$ cat src/hw/rtl/assert_macros.svh
// Assertion macros for the RTL; only the table core includes them.
// Depends on nothing; bodies are empty when SYNTHESIS is defined.
`ifndef ASSERT_MACROS_SVH
`define ASSERT_MACROS_SVH
`ifndef SYNTHESIS
`define ASSERT_IMPL(label, clk, rst, ante, cons) \
  label: assert property (@(posedge clk) disable iff (rst) (ante) |-> (cons)) \
    else $error("assertion failed");
`define ASSERT_NEXT(label, clk, rst, ante, cons) \
  label: assert property (@(posedge clk) disable iff (rst) (ante) |=> (cons)) \
    else $error("assertion failed");
`else
`define ASSERT_IMPL(label, clk, rst, ante, cons)
`define ASSERT_NEXT(label, clk, rst, ante, cons)
`endif
`endif

$ cat src/hw/rtl/bdmt_ram.sv
// Generic single-port-write, single-port-read RAM with registered read.
// No dependencies.
`default_nettype none
module bdmt_ram #(
  parameter int Width = 8,
  parameter int Depth = 32
) (
  input  wire logic                     clk,
  input  wire logic                     we,
  input  wire logic [$clog2(Depth)-1:0] waddr,
  input  wire logic [Width-1:0]         wdata,
  input  wire logic [$clog2(Depth)-1:0] raddr,
  output logic      [Width-1:0]         rdata
);
  logic [Width-1:0] mem [Depth];
  always_ff @(posedge clk) begin
    if (we) mem[waddr] <= wdata;
    rdata <= mem[raddr];
  end
endmodule
`default_nettype wire

$ cat config.mk
export PLATFORM = sky130hd
export DESIGN_NAME = bdmt_ram
export DESIGN_NICKNAME = d
export VERILOG_FILES = /design/src/hw/rtl/assert_macros.svh /design/src/hw/rtl/bdmt_ram.sv
export SDC_FILE = /design/constraint.sdc
export NUM_CORES = 1
export LEC_CHECK = 0
export BUFFER_PORTS_ARGS = -buffer_cell sky130_fd_sc_hd__clkbuf_2
export CORE_MARGIN = 4
export CORE_UTILIZATION = 58
export CTS_BUF_LIST = sky130_fd_sc_hd__clkbuf_8
export CTS_CLUSTER_DIAMETER = 150
export DETAILED_ROUTE_END_ITERATION = 7
export PLACE_DENSITY = 0.8
export SLEW_MARGIN = 0
export SYNTH_ARGS = -nofsm -noshare
export SYNTH_HDL_FRONTEND = slang
export SYNTH_SLANG_ARGS = --single-unit
$ cat constraint.sdc
create_clock -name clk -period 2.04 [get_ports clk]
set_input_delay 0.204 -clock clk [delete_from_list [all_inputs] [get_ports clk]]
set_output_delay 0.204 -clock clk [all_outputs]
set_load 0.01 [all_outputs]
==> Word level (Yosys, flattened, before mapping) <==
Memory sizes are Yosys's and may differ from the RTL's. A register that Yosys moved wholly into a read port is not among the register bits.
Index checks and enable logic that the tools add are counted.
{ "word_totals": {"regBits": 0, "ram_bits": 256, "input_bits": 20, "output_inout_bits": 8, "elab_cells": 3, "n_memories": 1} }
{ "memory_table": {"columns": ["memory", "depth", "word_bits", "read_ports", "rd_clocked_by_memory_dff", "wr", "line", "source"], "rows": [
  ["mem", 32, 8, 1, 1, 1, "bdmt_ram.sv:15", "logic [Width-1:0] mem [Depth];"]
]} }
{ "op_classes": {"muxes": 2} }
{ "op_table": {"columns": ["op", "count"], "rows": [
  ["$mux W1", 2]
]} }

==> Longest topological paths before layout <==
Gate-level depths: netlist of the first run.
{ "depth": {"ltp_word": 2, "mapped_depth": 5, "mapped_depth_nobuf": 3} }

==> Least setup slack after synthesis of the first run <==
No wires, ideal clock.
{ "synth_path": {"kind": "in2reg", "startpoint": "input port raddr[2]", "endpoint": "register rdata[0], read port of mem", "setup_ns": 0.121, "arrival_time_ns": 1.886, "required_ns": 1.919, "path_slack_ns": 0.034, "path_stages": 5, "path_buffers": 2, "path_cell_list": "clkbuf_1 > clkbuf_1 > mux4_2 > mux4_2 > mux2_2"} }
{ "synth_rtl": {"columns": ["item", "line", "source"], "rows": [
  ["from (decl)", "bdmt_ram.sv:12", "input wire logic [$clog2(Depth)-1:0] raddr,"],
  ["to (decl)", "bdmt_ram.sv:13", "output logic [Width-1:0] rdata"]
]} }

==> impl_results.md, run 1 <==
* Outcome: finished clean
* First-pass GRT wire length at 30600 um
* Fin crit period at 1840 ps
* Initial antenna violation count at 0
* Worst Setup Start Kind: flip-flop
* Post-route DRC at 0
* Mean Syn Cell Area at 24.1 um^2
* Sequential fraction of the synthesis area at 0.781
* Mapped Cells at 417
* Count of endpoints failing hold in the final timing report at 0
* Mapped cell area at 0.0101 mm^2
* Vias in the first global route at 4813
* Share of layout cells above drive strength 1 at 0.386
* Post-synthesis register bit count at 264
* Max FO, Critical Path at 1
* WP data arrival at 2230 ps
* Compound-Gate Fraction of Synth Area at 0
* Floorplan row count at 47
* Post-Synth Simple-Gate Area at 0.0207
* Power density cells at 912 mW/mm^2
* Die Height at 140 um
* Worst Max-Slew Pin Slew at 692 ps
* Clock tree root buffer cell: clkbuf_8
* Global route overflow at 0
* Cell mode on critical path: mux4_2
* Setup Slack @ Placement at -70.2 ps
* Routed len/inst at 26.2 um
* Total die area at 0.0195 mm^2
* WS Path Type: flip-flop to flip-flop
* RR Startpoint: mem[16][5]
* Highest-delay cell along the critical path: mux4_2
* FF-to-FF path depth at 3
* Initial Util at 0.600
* Worst path cell trace: mux4_2 -> mux4_2 -> mux2_2
* Adder-Cell Fraction of Synth Area at 0
* Setup crit end: rdata[5]
* Sink Count at 264
* Final wirelength at 19800 um
* Hold Crit Class: primary input to flip-flop
* Cts bufs inserted at 39
* # IOs at 28
* CP Depth at 3
* H-Tree Depth at 2
* Warnings from Yosys at 0
* Largest net degree at the start of global routing at 33
* Max incr delay on CP at 540 ps
* Max Slew Vio Count at 0
* Max-Cap Viols at 0
* Clock Tree Buf Depth at 3
* Vias per inst at 6.26
* # fillers at 978
* Post-CTS setup buffer count at 0
* Post-DRT Antenna Nets at 0
* Hold-fix buffers, CTS at 0
* Final WS setup at 198 ps
* Yosys cell types at 15
* Syn Nets at 437
* Diode count at 0
* Final worst-path cycle share at 0.903
* Largest family of logic cells by synthesized area: multiplexers
* Rel. slew slack at 0.539
* Post-DP HPWL at 12700 um
* Clk Latency, worst-skew pair at 510 ps
* Clock skew at 16.6 ps
* Flop-to-flop setup slack at 200 ps
* First drt pass iteration count at 4
* Iteration-0 DRC Markers at 513
* Total Routing Usage GR at 0.212
* Post-CTS sizing at 0
* Worst setup EP type: flip-flop
* Post-layout power at 10.5 mW
* Worst-case vdd ir drop at 0.000457 V
* Post-Synth XOR/XNOR Area at 0
* CTS tree: yes
* Vias post-DR at 4720
* CTS clk-pin slew, worst paths at 60 ps
* Critical path buffer and inverter count at 0
* Final setup fails at 0
* RSZ-0062 raised after global routing: no
* Chip width at 140 um
* WP data required at 2430 ps
* Synth-to-Final Area Change at 14.2%
* Final nets at 526
* CORE AREA at 0.0168 mm^2
* Max Fclk at 0.543 GHz
* Worst reg2reg path endpoint: rdata[5]
* PortBufs at 27
* CP startpoint: mem[16][5]
* Leakage at 3.77 nW
* Gp weighted congestion at 0.779
* Post-synthesis mux area share at 0.188
* Worst path top cell family by delay: multiplexers
state kept, by name (all words and copies together), names as in the netlist:
| register | cells |
|---|---|
| rdata | 8 |
| mem | 256 |
cell families after synthesis:
logic type,count (synthesis)
flip-flops,264
multiplexers,88
AND/OR/NAND/NOR,45
buffers and inverters,20
worst min-delay path by stage:
stage | slack [ps] | startpoint | endpoint | cells after the start
2_1_floorplan | 300 | wdata[0] | mem[0][0] | 0
3_3_place_gp | 610 | rdata[5] | rdata[5] | 1
3_5_place_dp | 610 | rdata[5] | rdata[5] | 1
4_1_cts | 180 | raddr[3] | rdata[3] | 2
5_1_grt | 180 | raddr[3] | rdata[3] | 2
6_report | 200 | raddr[3] | rdata[3] | 2
report_power, final:
group / internal, mW / leakage [nW] / switching (mW)
Clock: 2.00 / 0.437 / 1.81
Combinational: 0.272 / 0.960 / 0.323
Sequential: 6.03 / 2.37 / 0.0263
cells in the final DEF (no fill, tap or decap), types with 8 or more instances in the layout:
cell type / n
clkbuf_8: 45
nor2_1: 33
buf_12: 8
clkbuf_2: 26
buf_4: 34
mux2_2: 8
edfxtp_1: 256
dfxtp_1: 8
mux4_2: 80
inv_1: 19
layer usage:
| layer | track usage | share of wire |
|---|---|---|
| met1 | 0.317 | 0.42 |
| met2 | 0.327 | 0.49 |
| met3 | 0.0456 | 0.072 |
| met4 | 0.0602 | 0.024 |
| met5 | 0 | 0 |
worst register-to-register path, cell delays in order, from the launching register on:
cell	delay [ps]
edfxtp_1	370
mux4_2	520
mux4_2	540
mux2_2	290
cell type report:
cell class | count | area (um^2) | area share
Sequential cell | 264 | 7850 | 0.684
Tap cell | 220 | 275 | 0.0240
Multi-Input combinational cell | 133 | 2100 | 0.183
Clock buffer | 45 | 619 | 0.0540
Timing Repair Buffer | 68 | 546 | 0.0475
Clock inverter | 24 | 92.6 | 0.00807
cells in the mapped netlist:
| library cell | count | area share |
|---|---|---|
| nor2_1 | 33 | 0.012 |
| or3b_2 | 3 | 0.0026 |
| buf_6 | 1 | 0.0011 |
| nand2_1 | 1 | 0.00037 |
| buf_1 | 6 | 0.0022 |
| or3_1 | 1 | 0.00062 |
| dfxtp_1 | 8 | 0.016 |
| mux4_2 | 80 | 0.18 |
| clkbuf_1 | 6 | 0.0022 |
| buf_4 | 6 | 0.0045 |
| buf_2 | 1 | 0.00050 |
| edfxtp_1 | 256 | 0.76 |
| mux2_2 | 8 | 0.0090 |
| nand3b_1 | 5 | 0.0037 |
| nand3_1 | 2 | 0.0010 |
stage by stage:
stage | cell area, um^2 | hold WS [ps] | std cells | util | TNS (ps)
2_1_floorplan | 10100 | 303 | 417 | - | 0
3_3_place_gp | 10800 | 605 | 685 | 0.642 | -110
3_5_place_dp | 10800 | 610 | 685 | 0.642 | -192
4_1_cts | 11500 | 175 | 754 | 0.685 | 0
5_1_grt | 11500 | 185 | 754 | 0.685 | 0
6_report | 11500 | 204 | 754 | 0.685 | 0
No activity file was read; power rests on OpenSTA's default activity.
==> run 2: changes to the inputs <==
REMOVE_ABC_BUFFERS = 1   (was unset)
==> impl_results.md, run 2 (synthesized netlist as in run 1, its figures left out) <==
* Outcome: finished clean
* Chip width at 140 um
* Worst path top cell family by delay: multiplexers
* Global route overflow at 0
* CP startpoint: mem[29][2]
* WP data arrival at 2220 ps
* Power density cells at 961 mW/mm^2
* Switching share of power at 0.205
* Share of layout cells above drive strength 1 at 0.406
* Iteration-0 DRC Markers at 522
* M3 GR Usage at 0.0477
* Largest regs: mem: 256 flops, rdata: 8 flops
* Max FO, Critical Path at 1
* CORE AREA at 0.0168 mm^2
* Total Routing Usage GR at 0.216
* First-pass GRT wire length at 31100 um
* Setup crit end: rdata[2]
* Die Height at 140 um
* Util after Layout at 0.690
* Cell mode on critical path: mux4_2
* WS Path Type: flip-flop to flip-flop
* Sink Count at 264
* Clock share of power at 0.403
* Placed cell areas at 0.0107 mm^2
* Most frequent cells in the layout: edfxtp_1, mux4_2, clkbuf_8, buf_4, nor2_1
* RR Startpoint: mem[29][2]
* H-Tree Depth at 2
* Clock tree root buffer cell: clkbuf_8
* Fin crit period at 1800 ps
* CTS clk-pin slew, worst paths at 70 ps
* Clk Latency, worst-skew pair at 530 ps
* Worst Setup Start Kind: flip-flop
* Met1 usage at 0.316
* Vias in the first global route at 5007
* # fillers at 981
* Max FFs per register at 256
* Post-DRT Antenna Nets at 0
* Max-Cap Viols at 0
* Routed len/inst at 26.5 um
* # IOs at 28
* Post-DP HPWL at 12300 um
* Final worst-path cycle share at 0.883
* Biggest register: mem
* Worst Max-Slew Pin Slew at 717 ps
* Max Fclk at 0.555 GHz
* Largest net degree at the start of global routing at 42
* CP Depth at 3
* Commonest non-fill, non-tap cell in the layout: edfxtp_1
* Final wirelength at 20000 um
* CTS tree: yes
* Clock skew at 30.0 ps
* Worst path cell trace: mux4_2 -> mux4_2 -> mux2_2
* Floorplan row count at 47
* Area of the multi-input gates at 0.00210 mm^2
* Synth-to-Final Area Change at 15.1%
* Hold Crit Class: primary input to flip-flop
* Final instance area at 0.0116 mm^2
* Most Used Layer, Global Route: met2
* Critical path buffer and inverter count at 0
* Psw at 2.28 mW
* Max incr delay on CP at 530 ps
* Diode count at 0
* Worst-case vdd ir drop at 0.000469 V
* Leakage at 3.78 nW
* Sequential share of power at 0.545
* Vias post-DR at 4727
* Post-route DRC at 0
* RSZ-0062 raised after global routing: no
* Worst setup EP type: flip-flop
* Initial antenna violation count at 1
* Initial Util at 0.600
* Rel. slew slack at 0.522
* Max Slew Vio Count at 0
* Setup Slack @ Placement at -73.9 ps
* Worst reg2reg path endpoint: rdata[2]
* Pint at 8.84 mW
* Total die area at 0.0195 mm^2
* Final WS setup at 239 ps
* Highest-delay cell along the critical path: mux4_2
* FF-to-FF path depth at 3
* Register cell area after layout at 0.00785 mm^2
* Hold-fix buffers, CTS at 0
* M2 GR Usage at 0.342
* Gp weighted congestion at 0.771
* Clock Tree Buf Depth at 3
* PortBufs at 27
* Vias per inst at 6.26
* Post-CTS setup buffer count at 0
* Flop-to-flop setup slack at 240 ps
* Final setup fails at 0
* WP data required at 2460 ps
* Count of endpoints failing hold in the final timing report at 0
* Final nets at 525
* Cts bufs inserted at 40
* Comb pwr share at 0.052
* First drt pass iteration count at 5
* Post-CTS sizing at 0
run 2: changes by cell type in the layout (fill, tap and decap cells not counted):
cell and delta:
buf_12 -2, bufinv_16 +4, clkinv_1 +3, clkinv_2 +8
clkinvlp_4 +1, inv_1 -13
run 2: worst register-to-register path, delay by kind of cell, from the launching register on:
kind	cells	cell delay, ps
muxes	3	1340
DFF	1	380
run 2: final cells by class:
| type | count | area share |
|---|---|---|
| clock inverter | 27 | 0.0192 |
| clock buffer | 45 | 0.0535 |
| multi-input combinational | 133 | 0.181 |
| sequential | 264 | 0.678 |
| timing repair buffer | 66 | 0.0437 |
| tap | 220 | 0.0238 |
run 2: worst min path at each step:
stage	start	to	slack (ps)	cells past startpoint
5_1_grt	raddr[3]	rdata[1]	150	2
3_5_place_dp	rdata[1]	rdata[1]	600	1
6_report	raddr[3]	rdata[7]	170	2
3_3_place_gp	rdata[5]	rdata[5]	600	1
4_1_cts	raddr[3]	rdata[7]	140	2
2_1_floorplan	wdata[0]	mem[0][0]	300	0
run 2: power by group through the flow:
| stage | Clock (mW) | Sequential, mW | Combinational (mW) |
|---|---|---|---|
| 2_1_floorplan | 0 | 6.17 | 0.250 |
| 3_3_place_gp | 0 | 6.17 | 0.569 |
| 3_5_place_dp | 0 | 6.18 | 0.588 |
| 4_1_cts | 4.57 | 6.06 | 0.589 |
| 5_1_grt | 4.85 | 6.06 | 0.619 |
| 6_report | 4.48 | 6.06 | 0.578 |
run 2: layer usage:
| metal | wire, um | up-vias |
|---|---|---|
| met4 | 262 | 2 |
| met5 | 9 | - |
| met1 | 8070 | 2514 |
| met2 | 9860 | 234 |
| li1 | - | 1956 |
| met3 | 1800 | 21 |
run 2: stage by stage:
step	instances	power [mW]	hold slack [ps]	TNS (ps)
after floorplan	397	6.42	303	0
after global placement	683	6.74	600	-325
after detailed placement	683	6.76	595	-435
after CTS	755	11.2	136	0
after global routing	755	11.5	153	0
final	755	11.1	165	0
