--- src/hw/rtl/assert_macros.svh ---
// Assertion macros for the RTL; only the table core includes them.
// Depends on nothing; bodies are empty when SYNTHESIS is defined.
`ifndef ASSERT_MACROS_SVH
`define ASSERT_MACROS_SVH
`ifndef SYNTHESIS
`define ASSERT_IMPL(label, clk, rst, ante, cons) \
  label: assert property (@(posedge clk) disable iff (rst) (ante) |-> (cons)) \
    else $error("assertion failed");
`define ASSERT_NEXT(label, clk, rst, ante, cons) \
  label: assert property (@(posedge clk) disable iff (rst) (ante) |=> (cons)) \
    else $error("assertion failed");
`else
`define ASSERT_IMPL(label, clk, rst, ante, cons)
`define ASSERT_NEXT(label, clk, rst, ante, cons)
`endif
`endif

--- src/hw/rtl/bdmt_pkg.sv ---
// Package for the descriptor medoid table: sizes, status codes, popcount.
// No dependencies.
`default_nettype none
package bdmt_pkg;
  localparam int MaxEntriesDefault = 32;
  localparam int DescBits = 256;
  localparam int KeyW  = 31;
  localparam int WordW = 64;
  localparam int DistW = 9;

  typedef enum logic [1:0] {
    ST_ADDED   = 2'd0,
    ST_REMOVED = 2'd1,
    ST_IGNORED = 2'd2,
    ST_FULL    = 2'd3
  } status_t;

  localparam logic CMD_ADD = 1'b0;
  localparam logic CMD_REMOVE = 1'b1;

  function automatic logic [6:0] ones64(input logic [63:0] v);
    logic [6:0] n;
    n = '0;
    for (int i = 0; i < 64; i++) n = n + {6'd0, v[i]};
    return n;
  endfunction
endpackage
`default_nettype wire

--- src/hw/rtl/bdmt_hamming.sv ---
// Hamming distance of two 256-bit descriptors from registered 64-bit popcounts.
// Depends on bdmt_pkg.
`default_nettype none
module bdmt_hamming (
  input  wire logic                  clk,
  input  wire logic [255:0]          a,
  input  wire logic [255:0]          b,
  output logic      [bdmt_pkg::DistW-1:0] ham_dist
);
  import bdmt_pkg::*;
  logic [255:0] x;
  logic [6:0] p0, p1, p2, p3;
  assign x = a ^ b;
  always_ff @(posedge clk) begin
    p0 <= ones64(x[63:0]);
    p1 <= ones64(x[127:64]);
    p2 <= ones64(x[191:128]);
    p3 <= ones64(x[255:192]);
  end
  assign ham_dist = {2'b0, p0} + {2'b0, p1} + {2'b0, p2} + {2'b0, p3};
endmodule
`default_nettype wire

--- config.mk ---
export PLATFORM = sky130hd
export DESIGN_NAME = bdmt_hamming
export DESIGN_NICKNAME = d
export VERILOG_FILES = /design/src/hw/rtl/assert_macros.svh /design/src/hw/rtl/bdmt_pkg.sv /design/src/hw/rtl/bdmt_hamming.sv
export SDC_FILE = /design/constraint.sdc
export NUM_CORES = 1
export LEC_CHECK = 0
export BUFFER_PORTS_ARGS = -buffer_cell sky130_fd_sc_hd__buf_2
export CELL_PAD_IN_SITES_DETAIL_PLACEMENT = 0
export CELL_PAD_IN_SITES_GLOBAL_PLACEMENT = 1
export CORE_AREA = 4 4 202 204
export CTS_CLUSTER_DIAMETER = 40
export DETAILED_ROUTE_END_ITERATION = 6
export DIE_AREA = 0 0 206 208
export PLACE_DENSITY = 0.6
export REMOVE_ABC_BUFFERS = 1
export SLEW_MARGIN = 10
export SYNTH_ARGS = -nofsm -noshare
export SYNTH_HDL_FRONTEND = slang
export SYNTH_SLANG_ARGS = --single-unit
export TNS_END_PERCENT = 20
--- constraint.sdc ---
create_clock -name clk -period 14.2 [get_ports clk]
set_input_delay 2.84 -clock clk [delete_from_list [all_inputs] [get_ports clk]]
set_output_delay 2.84 -clock clk [all_outputs]
set_load 0.01 [all_outputs]
* After elaboration in Yosys (flattened, before gate mapping)
Index checks and enable logic that the tools add are counted.
Word-level totals: word-level logic and storage cells 260, bits in registers 28
Operators by class: $add $sub $neg 255, bitwise gates (word level) 1
Operators by type and width (number):
- 7-bit by 1-bit adder with 7-bit output | 228
- 256-bit bitwise XOR | 1
- 6-bit by 1-bit adder with 7-bit output | 4
- 5-bit by 1-bit adder with 6-bit output | 4
- 4-bit by 1-bit adder with 5-bit output | 4
- 3-bit by 1-bit adder with 4-bit output | 4
- 2-bit by 1-bit adder with 3-bit output | 4
- 8-bit by 7-bit adder with 9-bit output | 1
- 9-bit by 7-bit adder with 9-bit output | 1
- 1-bit by 1-bit adder with 2-bit output | 4
- 7-bit by 7-bit adder with 8-bit output | 1

* Logic depth before layout (Yosys ltp)
Gate-level depths: netlist (run 1).
word-level depth 64, gate-level depth with buffers 20, gate-level depth less buffers 20

* Worst setup path after synthesis (run 1)
No wires, ideal clock.
path type input to register, start input a[173], end register p2[6], data required time 14.083 ns, setup slack 5.679 ns, data arrival time 8.404 ns, buffers on the path 0, setup time 0.117 ns, stages 20, cell sequence xnor2_1 fa_1 inv_1 fa_1 inv_1 fa_1 fa_1 inv_1 fa_1 fa_1 inv_1 fa_1 fa_1 inv_1 ha_1 fa_1 a211oi_1 nor2_1 o21ai_0 nand2b_1
On the way: cells in the longest elaborated chain, start to end 20
RTL lines:
- start: declaration | line bdmt_hamming.sv:6 | input wire logic [255:0] a,
- 256-bit bitwise XOR | line bdmt_hamming.sv:13 | assign x = a ^ b;
- 7-bit by 1-bit adder with 7-bit output (19 in series) | line bdmt_pkg.sv:24 | for (int i = 0; i < 64; i++) n = n + {6'd0, v[i]};
- end signal: assignment | line bdmt_hamming.sv:17 | p2 <= ones64(x[191:128]);
- end: declaration | line bdmt_hamming.sv:12 | logic [6:0] p0, p1, p2, p3;
No other way between the ends.

* Worst setup path after layout (run 1)
start input b[192], end register p3[6]
On the way: cells in the longest elaborated chain, start to end 64
RTL lines:
- start: declaration | line bdmt_hamming.sv:7 | input wire logic [255:0] b,
- 256-bit bitwise XOR | line bdmt_hamming.sv:13
- 1-bit by 1-bit adder with 2-bit output | line bdmt_pkg.sv:24
- 2-bit by 1-bit adder with 3-bit output | line bdmt_pkg.sv:24
- 3-bit by 1-bit adder with 4-bit output | line bdmt_pkg.sv:24
- 4-bit by 1-bit adder with 5-bit output | line bdmt_pkg.sv:24
- 5-bit by 1-bit adder with 6-bit output | line bdmt_pkg.sv:24
- 6-bit by 1-bit adder with 7-bit output | line bdmt_pkg.sv:24
- 7-bit by 1-bit adder with 7-bit output (57 in series) | line bdmt_pkg.sv:24
- end signal: assignment | line bdmt_hamming.sv:18 | p3 <= ones64(x[255:192]);
- end: declaration | line bdmt_hamming.sv:12
No other way between the ends.

==> results of run 1 <==
==> final cells by class <==
type,count,area (sq um)
fillers,4169,26400
multi-input cells,645,8290
repair buffers,521,2610
well taps,525,657
inverters,169,634
flip-flops and latches,28,561
clock buffers,3,75.1
clock inverters,1,30.0
==> stage by stage <==
stage               worst slack [ns]  instance area (sq um)
CTS                             5.51                  12900
global placement                5.31                  12700
finish                          5.59                  12900
detailed placement              5.23                  12700
floorplan                       5.68                   9490
global route                    5.26                  12900
==> registers in the layout, indices dropped and copies added (netlist names) <==
register / flops
p0: 7
p2: 7
p3: 7
p1: 7
==> cells by family after synthesis <==
group           after synthesis  share of synthesized area (%)
buf+inv                     169                           6.69
simple gates                 21                           1.13
flops                        28                           5.91
fa+ha+maj                   298                           57.5
compound gates               55                           3.73
xor+xnor                    271                           25.0
==> cells in the mapped netlist <==
library cell | n | share of area, %
o21a_1 | 1 | 0.079
dfxtp_1 | 28 | 5.9
a21oi_1 | 12 | 0.63
xnor2_1 | 123 | 11
ha_1 | 68 | 9.0
inv_2 | 1 | 0.040
o21ai_0 | 14 | 0.74
a21o_1 | 8 | 0.63
nor3_1 | 1 | 0.053
a211oi_1 | 12 | 0.95
nor4_1 | 1 | 0.066
nor2_1 | 10 | 0.40
nand2b_1 | 4 | 0.26
inv_1 | 168 | 6.6
a311o_1 | 1 | 0.11
o21bai_1 | 4 | 0.32
and3_4 | 1 | 0.12
a211o_1 | 1 | 0.092
o31a_1 | 1 | 0.092
a311oi_1 | 1 | 0.092
fa_1 | 230 | 49
nor2b_1 | 3 | 0.20
xor2_1 | 148 | 14
nand2_1 | 1 | 0.040
==> routing by layer <==
metal	track usage [%]	vias to the layer above	share of wire, %
met5	0	-	0
met4	1.08	0	0.75
met3	1.42	13	5.2
met2	23.4	218	56
met1	14.3	3372	39
li1	-	3545	-
==> worst min-delay path by stage <==
| stage | start | end | slack [ns] | cells past startpoint |
|---|---|---|---|---|
| 6_report | b[194] | p3[0] | 3.01 | 3 |
| 5_1_grt | b[194] | p3[0] | 3.02 | 3 |
| 4_1_cts | b[194] | p3[0] | 3.02 | 3 |
| 3_5_place_dp | b[194] | p3[0] | 3.29 | 3 |
| 3_3_place_gp | b[194] | p3[0] | 3.29 | 3 |
| 2_1_floorplan | a[130] | p2[0] | 3.10 | 2 |
==> worst max-delay path, stage by stage <==
cell and delay [ns]:
buf_2 0.10, xnor2_1 0.13, fa_1 0.56, inv_1 0.06, fa_1 0.50, fa_1 0.54, fa_1 0.52, fa_1 0.55
fa_1 0.55, inv_1 0.07, fa_1 0.50, fa_1 0.55, inv_1 0.05, ha_1 0.22, fa_1 0.42, a211oi_1 0.26
nor2_1 0.09, o21ai_0 0.15, nand2b_1 0.07
==> results.tsv, run 1 <==
stage	metric	value	unit
synthesis	postSynthAreaPerCell	11.3	sq um
detailed_routing	drc	0	
sta	worst_hold_slack	3.01	ns
global_route	grt_pass1_vias	8378	
floorplanning	coreArea	39300	sq um
final_layout	antenna-diode-count	0	
final_layout	syn2layout_area_growth	35.5	%
final_layout	layout_common_cells	buf_2 (521), fa_1 (230), inv_1 (168), xor2_1 (148), xnor2_1 (123)	
sta	rsz0062_at_grt	no	
worst_setup_path	required	14.36	ns
worst_setup_path	crit_end	p3[6]	
clock_tree	cts.reportedPaths.clkPinSlew	0.06	ns
floorplanning	die_height	208	um
sta	finalSetupTns	0	ns
global_route	antenna_found_initial	0	
global_route	gr-total-overflow	0	
sta	max_freq	0.116	GHz
sta	fin_crit	8.61	ns
detailed_routing	drtIter0Drc	144	
synthesis	yosys_warnings	0	
sta	drv_slew	0	
global_route	grt_usage	11.9	%
clock_tree	htreeDepth	1	
synthesis	synth-seq-cells	28	
detailed_routing	num_vias	7148	
global_route	grt_max_degree	17	
worst_setup_path	arrival	8.77	ns
sta	finalHoldViolCount	0	
sta	relSlewSlack	66.5	%
synthesis	ys_types	24	
floorplanning	chipWidth	206	um
clock_tree	clock-sinks	28	
worst_hold_path	hold_path.class	primary input to flop	
outcome	outcome	completed	
worst_setup_path	startpoint	b[192]	
worst_setup_path	crit_fanout	3	
synthesis	ys_seq_area_share	5.91	%
placement	dpl.hpwl	25800	um
placement	portBuffers	521	
final_layout	drive_above_1_share	38.6	%
clock_tree	cts_max_path_buffers	2	
placement	place.gp.congestion	0.884	
final_layout	fin_cells	1892	
final_layout	nets	2179	
floorplanning	row_count	73	
clock_tree	post_cts_resized	0	
clock_tree	cts-hold-fix-buffers	0	
clock_tree	tritoncts	built	
floorplanning	die-area	42800	sq um
final_layout	final_util	32.7	%
placement	dp_cells	1888	
worst_setup_path	criticalPathCategory	primary input to flop	
detailed_routing	wl	26200	um
clock_tree	numCtsBuffers	3	
worst_setup_path	crit_path_end_kind	flop	
detailed_routing	firstDrtPassIters	4	
sta	fin_crit_sh	60.6	%
detailed_routing	vias_per_cell	3.78	
synthesis	syn_area	9490	sq um
sta	max_slew.worst_pin.slew	0.499	ns
synthesis	syn_inst	842	
flow_run	maxCapViolations	0	
detailed_routing	routedWlPerCell	13.9	um
clock_tree	cts-root-buf	clkbuf_16	
final_layout	final_common_cell	buf_2	
floorplanning	start_util	24.2	%
sta	setup_viol	0	
detailed_routing	ant_nets	0	
worst_setup_path	critPathLaunchType	primary input	
clock_tree	cts_setup_buffers	0	
floorplanning	ioPinCount	522	
global_route	grt_pass1_wl	40900	um
Power of run 1 is left out: the tool's default activity adds up to more than one toggle a clock period on the data nets, which glitch-free logic cannot reach.
==> run 2: changes to the inputs <==
Clock period 14.2 ns to 8.72 ns, I/O delays scaled along.
==> run 2 against run 1 <==
Effect of this change: sequential share of layout area stayed put; critical path depth stayed put; via count is 0.18% higher; die area stayed put; non-clock buffer count stayed put; routed wire length hardly changed; core utilization stayed put.
==> results.tsv, run 2 (synthesized netlist as in run 1, its figures left out) <==
stage	metric	value	unit	change
sta	fin_crit_sh	86.1	%	
worst_setup_path	criticalPathCategory	primary input to flop		
floorplanning	row_count	73		unchanged
clock_tree	cts_setup_buffers	0		unchanged
worst_setup_path	crit_buf_inv	4		unchanged
worst_hold_path	min-delay-start	b[194]		
final_layout	final_area	12900	sq um	unchanged
floorplanning	coreArea	39300	sq um	unchanged
clock_tree	cts-root-buf	clkbuf_16		
outcome	outcome	completed		
worst_setup_path	crit_family	adder cells		
detailed_routing	wl	26200	um	about the same
detailed_routing	num_vias	7161		+0.18%
floorplanning	die-area	42800	sq um	unchanged
worst_setup_path	crit_chain	buf_2 -> xnor2_1 -> fa_1 -> inv_1 -> fa_1 -> fa_1 -> fa_1 -> fa_1 -> fa_1 -> inv_1 -> fa_1 -> fa_1 -> inv_1 -> ha_1 -> fa_1 -> a211oi_1 -> nor2_1 -> o21ai_0 -> nand2b_1		
global_route	grt_pass1_vias	8407		+0.35%
global_route	gr-total-overflow	0		unchanged
sta	finalSetupTns	0	ns	unchanged
global_route	antenna_found_initial	0		unchanged
floorplanning	die_height	208	um	unchanged
sta	finalHoldViolCount	0		unchanged
placement	portBuffers	521		unchanged
clock_tree	clock-sinks	28		unchanged
detailed_routing	drtIter0Drc	145		+0.69%
detailed_routing	drc	0		unchanged
final_layout	final_common_cell	buf_2		
floorplanning	chipWidth	206	um	unchanged
clock_tree	cts-hold-fix-buffers	0		unchanged
placement	place.gp.congestion	0.884		unchanged
clock_tree	post_cts_resized	0		unchanged
final_layout	final_util	32.7	%	unchanged
sta	worst_hold_slack	1.93	ns	-1.08 ns
worst_setup_path	cpMaxStageDelayCell	fa_1		
worst_setup_path	max_stage_delay	0.55	ns	about the same
sta	relSlewSlack	68.9	%	+2.4 points
floorplanning	start_util	24.2	%	unchanged
clock_tree	cts.reportedPaths.clkPinSlew	0.07	ns	about the same
worst_setup_path	arrival	7.66	ns	-1.11 ns
worst_setup_path	path_common_cell	fa_1		
worst_setup_path	crit_path_end_kind	flop		
final_layout	syn2layout_area_growth	35.5	%	unchanged
global_route	grt_usage	12.0	%	+0.10 points
placement	dpl.hpwl	25700	um	-0.27%
floorplanning	ioPinCount	522		unchanged
global_route	grt_max_degree	17		unchanged
detailed_routing	routedWlPerCell	13.9	um	about the same
sta	drv_slew	0		unchanged
worst_setup_path	crit_fanout	3		unchanged
detailed_routing	ant_nets	0		unchanged
final_layout	multi_input_area	8290	sq um	unchanged
clock_tree	htreeDepth	1		unchanged
sta	max_freq	0.133	GHz	
placement	dpl_cell_area	12700	sq um	unchanged
global_route	grt_pass1_wl	41400	um	+1.2%
detailed_routing	vias_per_cell	3.78		+0.18%
final_layout	layout_common_cells	buf_2 (521), fa_1 (230), inv_1 (168), xor2_1 (148), xnor2_1 (123)		
worst_hold_path	hold_path.class	primary input to flop		
final_layout	drive_above_1_share	38.6	%	unchanged
sta	fin_crit	7.51	ns	
worst_setup_path	required	8.87	ns	-5.49 ns
worst_hold_path	holdPathEnd	p3[0]		
sta	max_slew.worst_pin.slew	0.463	ns	-0.0358 ns
clock_tree	numCtsBuffers	3		unchanged
final_layout	nFillCells	4155		-0.34%
sta	setup_viol	0		unchanged
worst_setup_path	startpoint	b[192]		
final_layout	nets	2179		unchanged
final_layout	regArea	561	sq um	unchanged
clock_tree	cts_max_path_buffers	2		unchanged
detailed_routing	firstDrtPassIters	4		unchanged
final_layout	antenna-diode-count	0		unchanged
clock_tree	tritoncts	built		
sta	rsz0062_at_grt	no		
flow_run	maxCapViolations	0		unchanged
worst_setup_path	critPathLaunchType	primary input		
worst_hold_path	whs_path_depth	3		unchanged
run 2: cell counts in the layout (fill, tap and decap cells not counted):
No cell type changed its count.
run 2: worst max path at each step:
| stage | to | slack (ns) | depth (start not counted) |
|---|---|---|---|
| 2_1_floorplan | p2[6] | 1.29 | 20 |
| 3_5_place_dp | p2[6] | 0.89 | 20 |
| 6_report | p3[6] | 1.21 | 19 |
| 5_1_grt | p2[6] | 0.90 | 20 |
| 4_1_cts | p3[6] | 1.15 | 19 |
| 3_3_place_gp | p2[4] | 0.93 | 19 |
run 2: final cells by class:
| class | instances | area share, % |
|---|---|---|
| Clock buffer | 3 | 0.584 |
| Sequential cell | 28 | 4.36 |
| Timing Repair Buffer | 521 | 20.3 |
| Inverter | 169 | 4.93 |
| Tap cell | 525 | 5.11 |
| Clock inverter | 1 | 0.234 |
| Multi-Input combinational cell | 645 | 64.5 |
run 2: stage by stage:
stage	std cells	setup WS, ns
CTS	1892	1.15
global placement	1888	0.929
detailed placement	1888	0.888
global route	1892	0.895
finish	1892	1.21
floorplan	842	1.29
run 2: routing by layer:
layer  GRT usage, %  part of all wire, %  vias up
met3           1.61                  5.7       15
li1               -                    -     3551
met4           1.15                 0.83        0
met1           14.5                   38     3379
met5              0                    0        -
met2           23.4                   56      216
Power of run 2 is left out for the same reason.
==> run 3: changes to the inputs <==
Settings changed: ABC_AREA from default to 1, CORE_AREA 4 4 202 204 to 4 4 200 202, DIE_AREA 0 0 206 208 to 0 0 204 206, PLACE_DENSITY 0.6 to 0.62.
==> run 3 against run 2 <==
Effect of this change: core utilization increased by 0.97 points; clock-buffer cell count is 1 higher; die area is 1.9% lower; worst hold slack better by 0.023 ns; synthesized cell count up 5.8%; flip-flop and latch count stayed put; global-route usage about the same; synthesized area increased by 0.75%; first-iteration DRC count increased by 16%; cell count grew 2.2%; final area up 0.36%.
==> results.tsv, run 3 <==
stage	metric	value	unit	change
outcome	outcome	completed		
floorplanning	die-area	42000	sq um	-1.9%
detailed_routing	wl	26100	um	-0.50%
worst_setup_path	crit_path_end_kind	flop		
floorplanning	die_height	206	um	-0.96%
synthesis	synth.area.top_cells	fa_1 (48%), xor2_1 (14%), xnor2_1 (11%), ha_1 (8.9%), inv_1 (7.3%)		
detailed_routing	firstDrtPassIters	4		unchanged
sta	rsz0062_at_grt	no		
floorplanning	chipWidth	204	um	-0.97%
synthesis	synth_edf_count	0		unchanged
detailed_routing	vias_per_cell	3.76		-0.71%
worst_setup_path	criticalPathCategory	primary input to flop		
global_route	gr-total-overflow	0		unchanged
final_layout	antenna-diode-count	0		unchanged
floorplanning	coreArea	38300	sq um	-2.5%
global_route	grtUsageMet3	1.73	%	+0.12 points
worst_setup_path	cpMaxStageDelayCell	fa_1		
worst_setup_path	arrival	7.42	ns	-0.24 ns
synthesis	yosys_warnings	0		unchanged
synthesis	synthFlopType	dfxtp_1		
synthesis	synth-seq-cells	28		unchanged
placement	dpl.hpwl	25700	um	about the same
sta	max_freq	0.138	GHz	+3.3%
synthesis	synth_top_cell_area_share	48.2	%	-0.36 points
synthesis	synth_commonest_cells	fa_1 (230), inv_1 (186), xor2_1 (154)		
synthesis	syn_area	9560	sq um	+0.75%
clock_tree	cts.reportedPaths.clkPinSlew	0.07	ns	about the same
global_route	grt_max_degree	16		-1
placement	portBuffers	521		unchanged
detailed_routing	ant_nets	0		unchanged
detailed_routing	drc	0		unchanged
global_route	grt.busiest_layer	met2		
clock_tree	post_cts_resized	0		unchanged
floorplanning	start_util	25.0	%	+0.81 points
clock_tree	cts-hold-fix-buffers	0		unchanged
worst_setup_path	crit_family	adder cells		
worst_setup_path	crit_chain	buf_2 -> xnor2_1 -> fa_1 -> inv_1 -> fa_1 -> fa_1 -> fa_1 -> fa_1 -> fa_1 -> inv_1 -> fa_1 -> fa_1 -> inv_1 -> ha_1 -> fa_1 -> nand3_1 -> nand2_1 -> xor2_1		
clock_tree	clock-sinks	28		unchanged
synthesis	synth_top_area_cell	fa_1		
global_route	grtUsageMet1	14.4	%	-0.11 points
worst_setup_path	max_stage_delay	0.56	ns	about the same
synthesis	postSynthAreaPerCell	10.7	sq um	-4.8%
detailed_routing	routedWlPerCell	13.5	um	-2.7%
detailed_routing	drtIter0Drc	168		+16%
final_layout	layout_common_cells	buf_2 (521), fa_1 (230), inv_1 (186), xor2_1 (154), xnor2_1 (117)		
floorplanning	row_count	72		-1.4%
detailed_routing	num_vias	7268		+1.5%
global_route	grtUsageMet2	23.6	%	+0.18 points
sta	relSlewSlack	74.9	%	+6.0 points
sta	setup_viol	0		unchanged
final_layout	nets	2228		+2.2%
final_layout	final_common_cell	buf_2		
global_route	antenna_found_initial	0		unchanged
synthesis	ys_seq_area_share	5.87	%	-0.044 points
synthesis	ys_async_sr_fraction	0	%	unchanged
clock_tree	cts-root-buf	clkbuf_16		
clock_tree	cts_max_path_buffers	2		unchanged
global_route	grt_usage	12.0	%	-0.021 points
sta	max_slew.worst_pin.slew	0.375	ns	-0.0879 ns
clock_tree	htreeDepth	1		unchanged
sta	finalSetupTns	0	ns	unchanged
worst_setup_path	crit_fanout	3		unchanged
clock_tree	numCtsBuffers	3		unchanged
synthesis	yosysMostFrequentCell	fa_1		
worst_hold_path	hold_path.class	primary input to flop		
final_layout	syn2layout_area_growth	35.0	%	
global_route	grt_pass1_vias	8301		-1.3%
clock_tree	tritoncts	built		
global_route	grt_pass1_wl	40300	um	-2.6%
worst_setup_path	crit_buf_inv	4		unchanged
final_layout	drive_above_1_share	37.2	%	-1.3 points
placement	place.gp.congestion	0.848		-4.0%
sta	drv_slew	0		unchanged
worst_setup_path	path_common_cell	fa_1		
sta	finalHoldViolCount	0		unchanged
sta	fin_crit	7.27	ns	-0.237 ns
synthesis	syn_inst	891		+5.8%
worst_setup_path	critPathLaunchType	primary input		
synthesis	ys_types	15		-38%
clock_tree	cts_setup_buffers	0		unchanged
sta	fin_crit_sh	83.4	%	-2.7 points
flow_run	maxCapViolations	0		unchanged
floorplanning	ioPinCount	522		unchanged
worst_setup_path	required	8.87	ns	about the same
[run 3: cell types whose count changed after synthesis, moves of 4 or more]
cell      change
o21ai_0      -14
o21bai_1      -4
a21o_1        -8
a211oi_1     -12
nand2b_1      -4
nand3_1      +19
nand2_1      +55
xnor2_1       -6
xor2_1        +6
inv_1        +18
[run 3: area by class of cell]
class	count	area [sq um]
inverters	187	702
clock buffers	4	88.8
repair buffers	521	2610
multi-input cells	676	8290
well taps	518	648
flip-flops and latches	28	561
fillers	3975	25400
[run 3: path summary, 6_finish.rpt]
check	endpoint	slack [ns]	startpoint	cells after the start
hold / removal	p3[0]	1.95	a[194]	3
setup / recovery	p3[4]	1.45	a[192]	18
[run 3: cell families (layout without fill, tap and decap cells)]
group           Yosys count  after routing  share of synthesized area (%)
compound gates           15             15                          0.786
simple gates             92             92                           4.08
flops                    28             28                           5.87
fa+ha+maj               298            298                           57.1
xor+xnor                271            271                           24.8
buf+inv                 187            712                           7.34
[run 3: layer usage]
layer  up-vias  routed length, um
met2       248              14500
li1       3641                  -
met1      3373               9680
met4         0                200
met3         6               1690
met5         -                  0
[run 3: stage by stage]
step	hold slack, ns	instance area [sq um]	setup WS, ns	util [%]	instances
after global placement	2.23	12800	1.17	33.5	1930
after CTS	1.95	12900	1.41	33.7	1934
after floorplan	2.01	9560	1.52	-	891
final	1.95	12900	1.45	33.7	1934
after global routing	1.96	12900	1.18	33.7	1934
after detailed placement	2.23	12800	1.17	33.5	1930
[run 3: worst min-delay path, delay by kind of cell]
kind                     cells  cell delay [ns]
adder cells (fa/ha/maj)      1             0.28
buffers and inverters        1             0.08
XOR/XNOR                     1             0.08
Power of run 3 is left out for the same reason.
